`config.mk`:
```
export PLATFORM = sky130hd
export DESIGN_NAME = challenge_mix_mod_mersenne31
export DESIGN_NICKNAME = d
export VERILOG_FILES = /design/src/rtl/cmm_pkg.sv /design/src/rtl/challenge_mix_mod_mersenne31.sv
export VERILOG_INCLUDE_DIRS = /design/src /design/src/rtl
export SDC_FILE = /design/constraint.sdc
export NUM_CORES = 2
export LEC_CHECK = 0
export BUFFER_PORTS_ARGS = -buffer_cell sky130_fd_sc_hd__buf_4
export CAP_MARGIN = 30
export CELL_PAD_IN_SITES_DETAIL_PLACEMENT = 1
export CELL_PAD_IN_SITES_GLOBAL_PLACEMENT = 1
export CORE_UTILIZATION = 55
export DETAILED_ROUTE_END_ITERATION = 8
export PLACE_DENSITY_LB_ADDON = 0.1
export SLEW_MARGIN = 20
export SYNTH_ARGS = -nofsm -noshare
export SYNTH_HDL_FRONTEND = slang
export SYNTH_SLANG_ARGS = --single-unit
```
`constraint.sdc`:
```
create_clock -name clk_i -period 16.6 [get_ports clk_i]
set_clock_uncertainty 0.15 [all_clocks]
set_input_delay 1.66 -clock clk_i [delete_from_list [all_inputs] [get_ports clk_i]]
set_output_delay 1.66 -clock clk_i [all_outputs]
set_load 0.05 [all_outputs]
```
`src/rtl/assert_macros.svh`:
```
// Assertion macros for the RTL of the challenge mixer.
`ifndef ASSERT_MACROS_SVH
`define ASSERT_MACROS_SVH

// Checks that the consequent holds in the same cycle as the antecedent.
`define ASSERT_SAME(lbl, ante, cons, msg) \
  lbl: assert property (@(posedge clk_i) disable iff (!rst_ni) (ante) |-> (cons)) \
    else $error(msg);

// Checks that the consequent holds in the cycle after the antecedent.
`define ASSERT_NEXT(lbl, ante, cons, msg) \
  lbl: assert property (@(posedge clk_i) disable iff (!rst_ni) (ante) |=> (cons)) \
    else $error(msg);

`endif

```
`src/rtl/cmm_pkg.sv`:
```
// Types, constants and the Mersenne-31 reduction used by the challenge mixer.
package cmm_pkg;

  localparam int unsigned WORD_W   = 32;
  localparam int unsigned RES_W    = 31;
  localparam int unsigned PROD_W   = 63;
  localparam int unsigned CFG_IDX_W = 2;

  localparam logic [RES_W-1:0]  MOD_M   = 31'h7FFF_FFFF;
  localparam logic [RES_W-1:0]  MIX_MUL = 31'h0E79_A9C1;

  localparam logic [CFG_IDX_W-1:0] CFG_DIGEST_A = 2'd0;
  localparam logic [CFG_IDX_W-1:0] CFG_DIGEST_B = 2'd1;
  localparam logic [CFG_IDX_W-1:0] CFG_DIGEST_C = 2'd2;
  localparam logic [CFG_IDX_W-1:0] CFG_DIGEST_D = 2'd3;

  typedef struct packed {
    logic [WORD_W-1:0] even_word;
    logic [WORD_W-1:0] odd_word;
    logic              last_pair;
  } in_t;

  typedef struct packed {
    logic [WORD_W-1:0] answer_a;
    logic [WORD_W-1:0] answer_b;
    logic [WORD_W-1:0] answer_c;
    logic [WORD_W-1:0] answer_d;
  } out_t;

  // Reduces a value below 2^63 modulo 2^31-1 by folding the upper bits twice.
  function automatic logic [RES_W-1:0] mod_m(input logic [PROD_W-1:0] x);
    logic [RES_W+1:0] s1;
    logic [RES_W:0]   s2;
    logic [RES_W:0]   s3;
    s1 = {2'b00, x[RES_W-1:0]} + {1'b0, x[PROD_W-1:RES_W]};
    s2 = {1'b0, s1[RES_W-1:0]} + {{(RES_W-1){1'b0}}, s1[RES_W+1:RES_W]};
    s3 = s2 - {1'b0, MOD_M};
    if (s2 >= {1'b0, MOD_M}) begin
      return s3[RES_W-1:0];
    end
    return s2[RES_W-1:0];
  endfunction

endpackage

```
`src/rtl/challenge_mix_mod_mersenne31.sv`:
```
// Challenge mixer: folds word pairs into two accumulators modulo 2^31-1.
//
// Input channel: in_valid_i / in_stall_o carry one pair of challenge words and
// a flag that marks the last pair. A transfer happens on a rising edge with
// valid high and stall low. Output channel: out_valid_o / out_stall_i carry
// the four answer words, produced only for a last pair.
// Each pair runs through one shared 32x31-bit multiply-add and one shared
// Mersenne-31 reduction under a small sequencer. The input is stalled while
// the sequencer runs MUL1, RED1, MUL2, RED2, ADD3, MUL3, RED3, HIGH and, for a
// last pair, FINL and FINH, so a new pair is taken only once the previous one
// is done. For a last pair the answer is loaded into the output register in FINH.
// A result may wait in the output register while the next pair is taken; if
// it has not been taken when the next answer is ready, the sequencer waits in
// its final step until the output side accepts.
// Configuration writes land on cfg_we_i with cfg_idx_i selecting the digest
// word. Reset clears the digest words, the accumulators and all control state.
module challenge_mix_mod_mersenne31 (
  input  logic                             clk_i,
  input  logic                             rst_ni,
  input  logic                             in_valid_i,
  output logic                             in_stall_o,
  input  cmm_pkg::in_t                     in_data_i,
  output logic                             out_valid_o,
  input  logic                             out_stall_i,
  output cmm_pkg::out_t                    out_data_o,
  input  logic                             cfg_we_i,
  input  logic [cmm_pkg::CFG_IDX_W-1:0]    cfg_idx_i,
  input  logic [cmm_pkg::WORD_W-1:0]       cfg_data_i
);
  import cmm_pkg::*;

  `include "assert_macros.svh"

  localparam logic [3:0] ST_IDLE = 4'd0;
  localparam logic [3:0] ST_MUL1 = 4'd1;
  localparam logic [3:0] ST_RED1 = 4'd2;
  localparam logic [3:0] ST_MUL2 = 4'd3;
  localparam logic [3:0] ST_RED2 = 4'd4;
  localparam logic [3:0] ST_ADD3 = 4'd5;
  localparam logic [3:0] ST_MUL3 = 4'd6;
  localparam logic [3:0] ST_RED3 = 4'd7;
  localparam logic [3:0] ST_HIGH = 4'd8;
  localparam logic [3:0] ST_FINL = 4'd9;
  localparam logic [3:0] ST_FINH = 4'd10;

  logic [3:0]        state_q, state_d;
  logic [WORD_W-1:0] dig_a_q, dig_b_q, dig_c_q, dig_d_q;
  logic [WORD_W-1:0] ev_q, od_q;
  logic              last_q;
  logic [PROD_W-1:0] prod_q, prod_d;
  logic [RES_W-1:0]  t_q, t2_q, fl_q;
  logic [RES_W-1:0]  low_q, high_q;
  logic              out_valid_q;
  out_t              out_q, out_d;

  logic [WORD_W-1:0] mul_a;
  logic [RES_W-1:0]  mul_b, mul_c;
  logic [PROD_W-1:0] red_in;
  logic [RES_W-1:0]  red_out;
  logic              in_fire, out_fire, out_load;

  assign in_stall_o  = (state_q != ST_IDLE);
  assign in_fire     = in_valid_i && !in_stall_o;
  assign out_fire    = out_valid_q && !out_stall_i;
  assign out_valid_o = out_valid_q;
  assign out_data_o  = out_q;
  // The answer register can take a new value once it is empty or being drained.
  assign out_load    = (state_q == ST_FINH) && (!out_valid_q || !out_stall_i);

  // Operand selection for the shared multiply-add unit.
  always_comb begin
    mul_a = ev_q;
    mul_b = MIX_MUL;
    mul_c = '0;
    case (state_q)
      ST_MUL2: begin
        mul_a = {1'b0, t_q} + {1'b0, low_q};
        mul_b = dig_a_q[RES_W-1:0];
        mul_c = dig_b_q[RES_W-1:0];
      end
      ST_MUL3: begin
        mul_a = {1'b0, t_q};
        mul_b = dig_c_q[RES_W-1:0];
        mul_c = dig_d_q[RES_W-1:0];
      end
      default: begin
        mul_a = ev_q;
        mul_b = MIX_MUL;
        mul_c = '0;
      end
    endcase
  end

  assign prod_d = PROD_W'(mul_a) * PROD_W'(mul_b) + PROD_W'(mul_c);

  // Operand selection for the shared modular reduction.
  always_comb begin
    case (state_q)
      ST_ADD3: red_in = PROD_W'(od_q) + PROD_W'(t2_q);
      ST_HIGH: red_in = PROD_W'(high_q) + PROD_W'(t2_q) + PROD_W'(low_q);
      ST_FINL: red_in = PROD_W'(low_q) + PROD_W'(dig_b_q[RES_W-1:0]);
      ST_FINH: red_in = PROD_W'(high_q) + PROD_W'(dig_d_q[RES_W-1:0]);
      default: red_in = prod_q;
    endcase
  end

  assign red_out = mod_m(red_in);

  always_comb begin
    out_d.answer_a = dig_a_q ^ {1'b0, fl_q};
    out_d.answer_b = dig_b_q ^ {1'b0, red_out};
    out_d.answer_c = dig_c_q ^ {1'b0, fl_q};
    out_d.answer_d = dig_d_q ^ {1'b0, red_out};
  end

  always_comb begin
    state_d = state_q;
    case (state_q)
      ST_IDLE: begin
        if (in_fire) state_d = ST_MUL1;
      end
      ST_MUL1: state_d = ST_RED1;
      ST_RED1: state_d = ST_MUL2;
      ST_MUL2: state_d = ST_RED2;
      ST_RED2: state_d = ST_ADD3;
      ST_ADD3: state_d = ST_MUL3;
      ST_MUL3: state_d = ST_RED3;
      ST_RED3: state_d = ST_HIGH;
      ST_HIGH: state_d = last_q ? ST_FINL : ST_IDLE;
      ST_FINL: state_d = ST_FINH;
      ST_FINH: begin
        if (out_load) state_d = ST_IDLE;
      end
      default: state_d = ST_IDLE;
    endcase
  end

  always_ff @(posedge clk_i or negedge rst_ni) begin
    if (!rst_ni) begin
      state_q     <= ST_IDLE;
      out_valid_q <= 1'b0;
      low_q       <= '0;
      high_q      <= '0;
      dig_a_q     <= '0;
      dig_b_q     <= '0;
      dig_c_q     <= '0;
      dig_d_q     <= '0;
    end else begin
      state_q <= state_d;
      if (cfg_we_i) begin
        case (cfg_idx_i)
          CFG_DIGEST_A: dig_a_q <= cfg_data_i;
          CFG_DIGEST_B: dig_b_q <= cfg_data_i;
          CFG_DIGEST_C: dig_c_q <= cfg_data_i;
          CFG_DIGEST_D: dig_d_q <= cfg_data_i;
          default: ;
        endcase
      end
      if (state_q == ST_RED3) low_q <= red_out;
      if (state_q == ST_HIGH) high_q <= red_out;
      if (out_load) begin
        low_q       <= '0;
        high_q      <= '0;
        out_valid_q <= 1'b1;
      end else if (out_fire) begin
        out_valid_q <= 1'b0;
      end
    end
  end

  always_ff @(posedge clk_i) begin
    if (in_fire) begin
      ev_q   <= in_data_i.even_word;
      od_q   <= in_data_i.odd_word;
      last_q <= in_data_i.last_pair;
    end
    if ((state_q == ST_MUL1) || (state_q == ST_MUL2) || (state_q == ST_MUL3)) begin
      prod_q <= prod_d;
    end
    if ((state_q == ST_RED1) || (state_q == ST_ADD3)) t_q <= red_out;
    if (state_q == ST_RED2) t2_q <= red_out;
    if (state_q == ST_FINL) fl_q <= red_out;
    if (out_load) out_q <= out_d;
  end

  `ASSERT_NEXT(a_accept_starts, in_fire, state_q == ST_MUL1, "accepted pair did not start work")
  `ASSERT_SAME(a_low_reduced, 1'b1, low_q != MOD_M, "low accumulator not reduced")
  `ASSERT_SAME(a_high_reduced, 1'b1, high_q != MOD_M, "high accumulator not reduced")
  `ASSERT_NEXT(a_final_clears, out_load,
               out_valid_q && (low_q == '0) && (high_q == '0) && (state_q == ST_IDLE),
               "final step did not post answer and clear accumulators")
  `ASSERT_SAME(a_fin_needs_last, (state_q == ST_FINL) || (state_q == ST_FINH), last_q,
               "finalization entered for a pair that is not last")

endmodule
```
Yosys cells after proc, flatten, opt, wreduce, memory -nomap -nowiden --
Cells that the tools add are included.
Operators by class: $add $sub $neg 10, multiply operators 1, magnitude comparators 1, equal/unequal tests 15, multiplexer cells 17, bitwise gates (word level) 4, reduce and logical (&&, ||, !) cells 21
Operators with widths (count):
- 63-bit case mux with 4 select lines | 1
- 31-bit two-way mux | 6
- 31-bit by 31-bit adder with 32-bit output | 4
- 32-bit by 31-bit bitwise XOR with 32-bit output | 4
- 31-bit case mux with 2 select lines | 2
- 32-bit by 31-bit adder with 33-bit output | 2
- 32-bit case mux with 2 select lines | 1
- 63-bit by 31-bit adder with 63-bit output | 1
- 32-bit by 31-bit multiplier with 63-bit output | 1
- 4-bit case mux with 11 select lines | 1
- 31-bit by 32-bit adder with 33-bit output | 1
- 31-bit by 2-bit adder with 32-bit output | 1
- 32-bit by 31-bit greater-or-equal comparator with 1-bit output, second input constant | 1
- 31-bit subtractor, second input constant | 1
- 4-bit by 3-bit equality test with 1-bit output, second input constant | 4
- 4-bit equality test, second input constant | 3
- 4-bit two-way mux | 3
- 2-bit AND reduction | 5
- 4-bit by 2-bit equality test with 1-bit output, second input constant | 2
- 2-bit nonzero test | 3
- 2-bit equality test, second input constant | 2
- 4-bit by 1-bit equality test with 1-bit output, second input constant | 1
- 4-bit logical NOT | 1
- 1-bit logical OR | 4
- other kinds (7) | 14
Word-level totals: flip-flop bits (word level) 544, input bits 104, output and inout bits 130

Depth between registers and ports, before layout --
depth in word-level cells 10, mapped depth 46, depth with buffers taken out 45

Worst setup path after synthesis --
No wires, ideal clock.
path type reg2reg, from reg low_q[0], to reg prod_q[62], data pin, setup time 0.260 ns, data arrival time 10.883 ns, data required time 16.190 ns, setup slack 5.307 ns, stages on the path, launching flop included 43, path buffers 1, cell sequence dfrtp_1 ha_1 fa_1 a21o_1 a21oi_1 o21bai_1 a2111oi_0 o311ai_0 nand3_1 a211oi_1 a31oi_1 o21bai_1 a21o_1 a21o_1 and4b_1 nor3_1 clkbuf_1 nor2_1 [7 not listed] fa_1 fa_1 fa_1 ha_1 a21o_1 a21o_1 a221o_1 a21oi_1 nor2_1 a211oi_1 o2111ai_1 a211oi_1 o21ai_0 a31oi_1 o31ai_1 a221o_1 a21oi_1 xnor2_1
On the way: longest elaborated chain between the ends 4
RTL lines:
- from (decl) | line challenge_mix_mod_mersenne31.sv:52 | logic [RES_W-1:0] low_q, high_q;
- from (signal assigned) | line challenge_mix_mod_mersenne31.sv:159 | if (state_q == ST_RED3) low_q <= red_out;
- 31-bit by 31-bit adder with 32-bit output | line challenge_mix_mod_mersenne31.sv:77 | mul_a = {1'b0, t_q} + {1'b0, low_q};
- 32-bit case mux with 2 select lines | line challenge_mix_mod_mersenne31.sv:75 | case (state_q)
- 32-bit by 31-bit multiplier with 63-bit output | line challenge_mix_mod_mersenne31.sv:94 | assign prod_d = PROD_W'(mul_a) * PROD_W'(mul_b) + PROD_W'(mul_c);
- 63-bit by 31-bit adder with 63-bit output | line challenge_mix_mod_mersenne31.sv:94
- via prod_d[62] | line challenge_mix_mod_mersenne31.sv:50 | logic [PROD_W-1:0] prod_q, prod_d;
- to (signal assigned) | line challenge_mix_mod_mersenne31.sv:178 | prod_q <= prod_d;
- to (decl) | line challenge_mix_mod_mersenne31.sv:50
The timed path passes the listed nets, and every way through them passes these cells. A chain may end at the register's enable or synchronous reset.

Worst setup path after layout --
Same ends and word-level chain as after synthesis.

==> results.cfg <==
[run_status]
outcome = finished with violations
violations = design-rule violations

[floorplan]
core_um2 = 115000
top_level_ports = 234
die_h_um = 343
core.rowCount = 124
initial_utilization_pct = 55.7
die_w_um = 343
dieArea_um2 = 117000

[yosys]
yosysUniqueCellTypes = 96
synth-edff-count = 349
synth_top_area_share_pct = 29.3
synthTopCellsByArea = fa_1 (29%), edfxtp_1 (16%), ha_1 (8.8%), dfrtp_1 (7.6%), inv_1 (5.8%)
yosysSeqAreaShare_pct = 24.1
syn_nets = 8014
synth_area_um2 = 63900
yosys_warnings = 0
synth-seq-cells = 544
avgSynthCellArea_um2 = 9.79
syn-instance-count = 6525
synth_top_cell_by_area = fa_1
synth_ff_type = edfxtp_1
async_reset_ff_share_pct = 35.8

[cts]
clk_path_buf_depth = 3
postCtsHoldBufs = 0
clkSinkCount = 544
cts_buffers = 68
post-cts-setup-buffers = 0
insertion_delay_ns = 0.68
ctsResizeCount = 0
cts_tree = done
htree_levels = 3
clk_pin_slew_ns = 0.06
root_buffer = clkbuf_16

[cells_and_area]
area_growth_syn_to_layout_pct = 10.0
final_cell_mix = inv_1 (989), fa_1 (934), nor2_1 (706)
fin_nets = 8198
fin_area_um2 = 70300
layout_commonest_cell = inv_1
drive_gt1_share_pct = 10.6

[timing]
worst_slack_ns = 2.77
timing.final.crit_share_pct = 83.3
fin_crit_ns = 13.83
fin_hold_ws_ns = 0.312
setup_viol = 0
drv_slew = 0
setup_tns_ns = 0
hold_violations = 0
rsz0062_at_grt = false
worst_pin_slew_ns = 1.27
slew_headroom_pct = 15.3
fmax_mhz = 72.3

[global_route]
grt_pass1_vias = 57500
antenna_found_initial = 17
grtUsageTotal_pct = 46.2
grt_pass1_wl_um = 387000
grt-ovfl-total = 0
grt_max_degree = 79

[worst_setup_path]
crit_path_top_delay_cell = o21ai_0
cp-start-kind = register
critPathMaxFanout = 15
required_ns = 16.85
max_stage_delay_ns = 0.86
reg2reg_from = low_q[0]
ff2ff_path_depth = 41
reg2reg_to = prod_q[62]
crit_arrival_ns = 14.07
crit_path_frequent_cell = fa_1
crit_type = reg -> reg
r2r_slack_ns = 2.77
end_kind = register

[placement]
pre_cts_slack_ns = 3.26
port_buffers = 233
gp_congestion = 1.03
dp_hpwl_um = 210000
placed_area_um2 = 67800

[hold_path]
min_path_type = reg -> reg
min_to = out_data_o[127]
min-delay-start = dig_a_q[31]
holdPathStages = 0

[detailed_routing]
firstDrtPassIters = 9
drt_iter0_drc = 5899
drc = 72
routed_wl_um = 268000
vias_per_cell = 6.48
drt-wirelength-per-cell_um = 32.4
num_vias = 53700
antenna_left = 0

[run]
max_cap_violations = 0
==> cells in the mapped netlist (99+ instances only) <==
library cell	number
inv_1	990
fa_1	934
nor2_1	714
nand2_1	690
ha_1	451
edfxtp_1	349
a21oi_1	285
clkbuf_1	250
dfrtp_1	195
xor2_1	190
xnor2_1	167
o21ai_0	133
mux2_2	130
a21o_1	99
==> registers in the layout, summed over array words and instances, names as in the netlist, 32 cells and up <==
| name | count |
|---|---|
| dig_b_q | 32 |
| prod_q | 63 |
| out_data_o | 128 |
| od_q | 32 |
| dig_d_q | 32 |
| dig_a_q | 32 |
| dig_c_q | 32 |
| ev_q | 32 |
==> cell type report <==
type | count | area [um^2]
multi-input combinational | 4718 | 44000
sequential | 544 | 15400
inverter | 990 | 3720
tap | 1512 | 1890
timing repair buffer | 387 | 3010
clock inverter | 40 | 405
antenna | 10 | 25.0
fill | 12600 | 44400
clock buffer | 86 | 1870
==> routing by layer <==
metal / global-route usage, % / part of all wire, %
met2: 70.3 / 44
met3: 11.4 / 11
met1: 57.0 / 36
met4: 34.8 / 9.1
met5: 0 / 0.019
==> critical path: cells and delay by family, from the launching register on <==
kind | cells | cell delay, ns
flops | 1 | 0.43
buf+inv | 5 | 0.26
simple gates | 6 | 1.54
fa+ha+maj | 11 | 5.14
xor+xnor | 1 | 0.13
compound gates | 18 | 5.88
==> cell families after synthesis <==
group                    after synthesis  synth area share, %
AO/OA/AOI/OAI                        987                 10.4
XOR/XNOR                             362                 5.02
adder cells (fa/ha/maj)             1385                 38.1
buffers and inverters               1263                 7.43
flip-flops                           544                 24.1
multiplexers                         138                 2.42
AND/OR/NAND/NOR                     1846                 12.6
==> per-stage QoR <==
step	instances	utilization, %
finish	8287	61.3
global placement	8132	59.1
global route	8277	61.2
detailed placement	8142	59.2
CTS	8268	61.1
floorplan	6525	-
==> worst max path at each step <==
| stage | slack, ns | startpoint | endpoint | depth (start not counted) |
|---|---|---|---|---|
| floorplan | 5.31 | low_q[0] | prod_q[62] | 42 |
| global placement | 3.61 | low_q[0] | prod_q[62] | 40 |
| detailed placement | 3.26 | low_q[0] | prod_q[62] | 41 |
| CTS | 3.07 | low_q[0] | prod_q[62] | 40 |
| global route | 2.32 | t2_q[1] | t_q[9] | 44 |
| finish | 2.77 | low_q[0] | prod_q[62] | 41 |
Power is left out: the tool's default activity adds up to more than one toggle a clock period on the data nets, which glitch-free logic cannot reach.
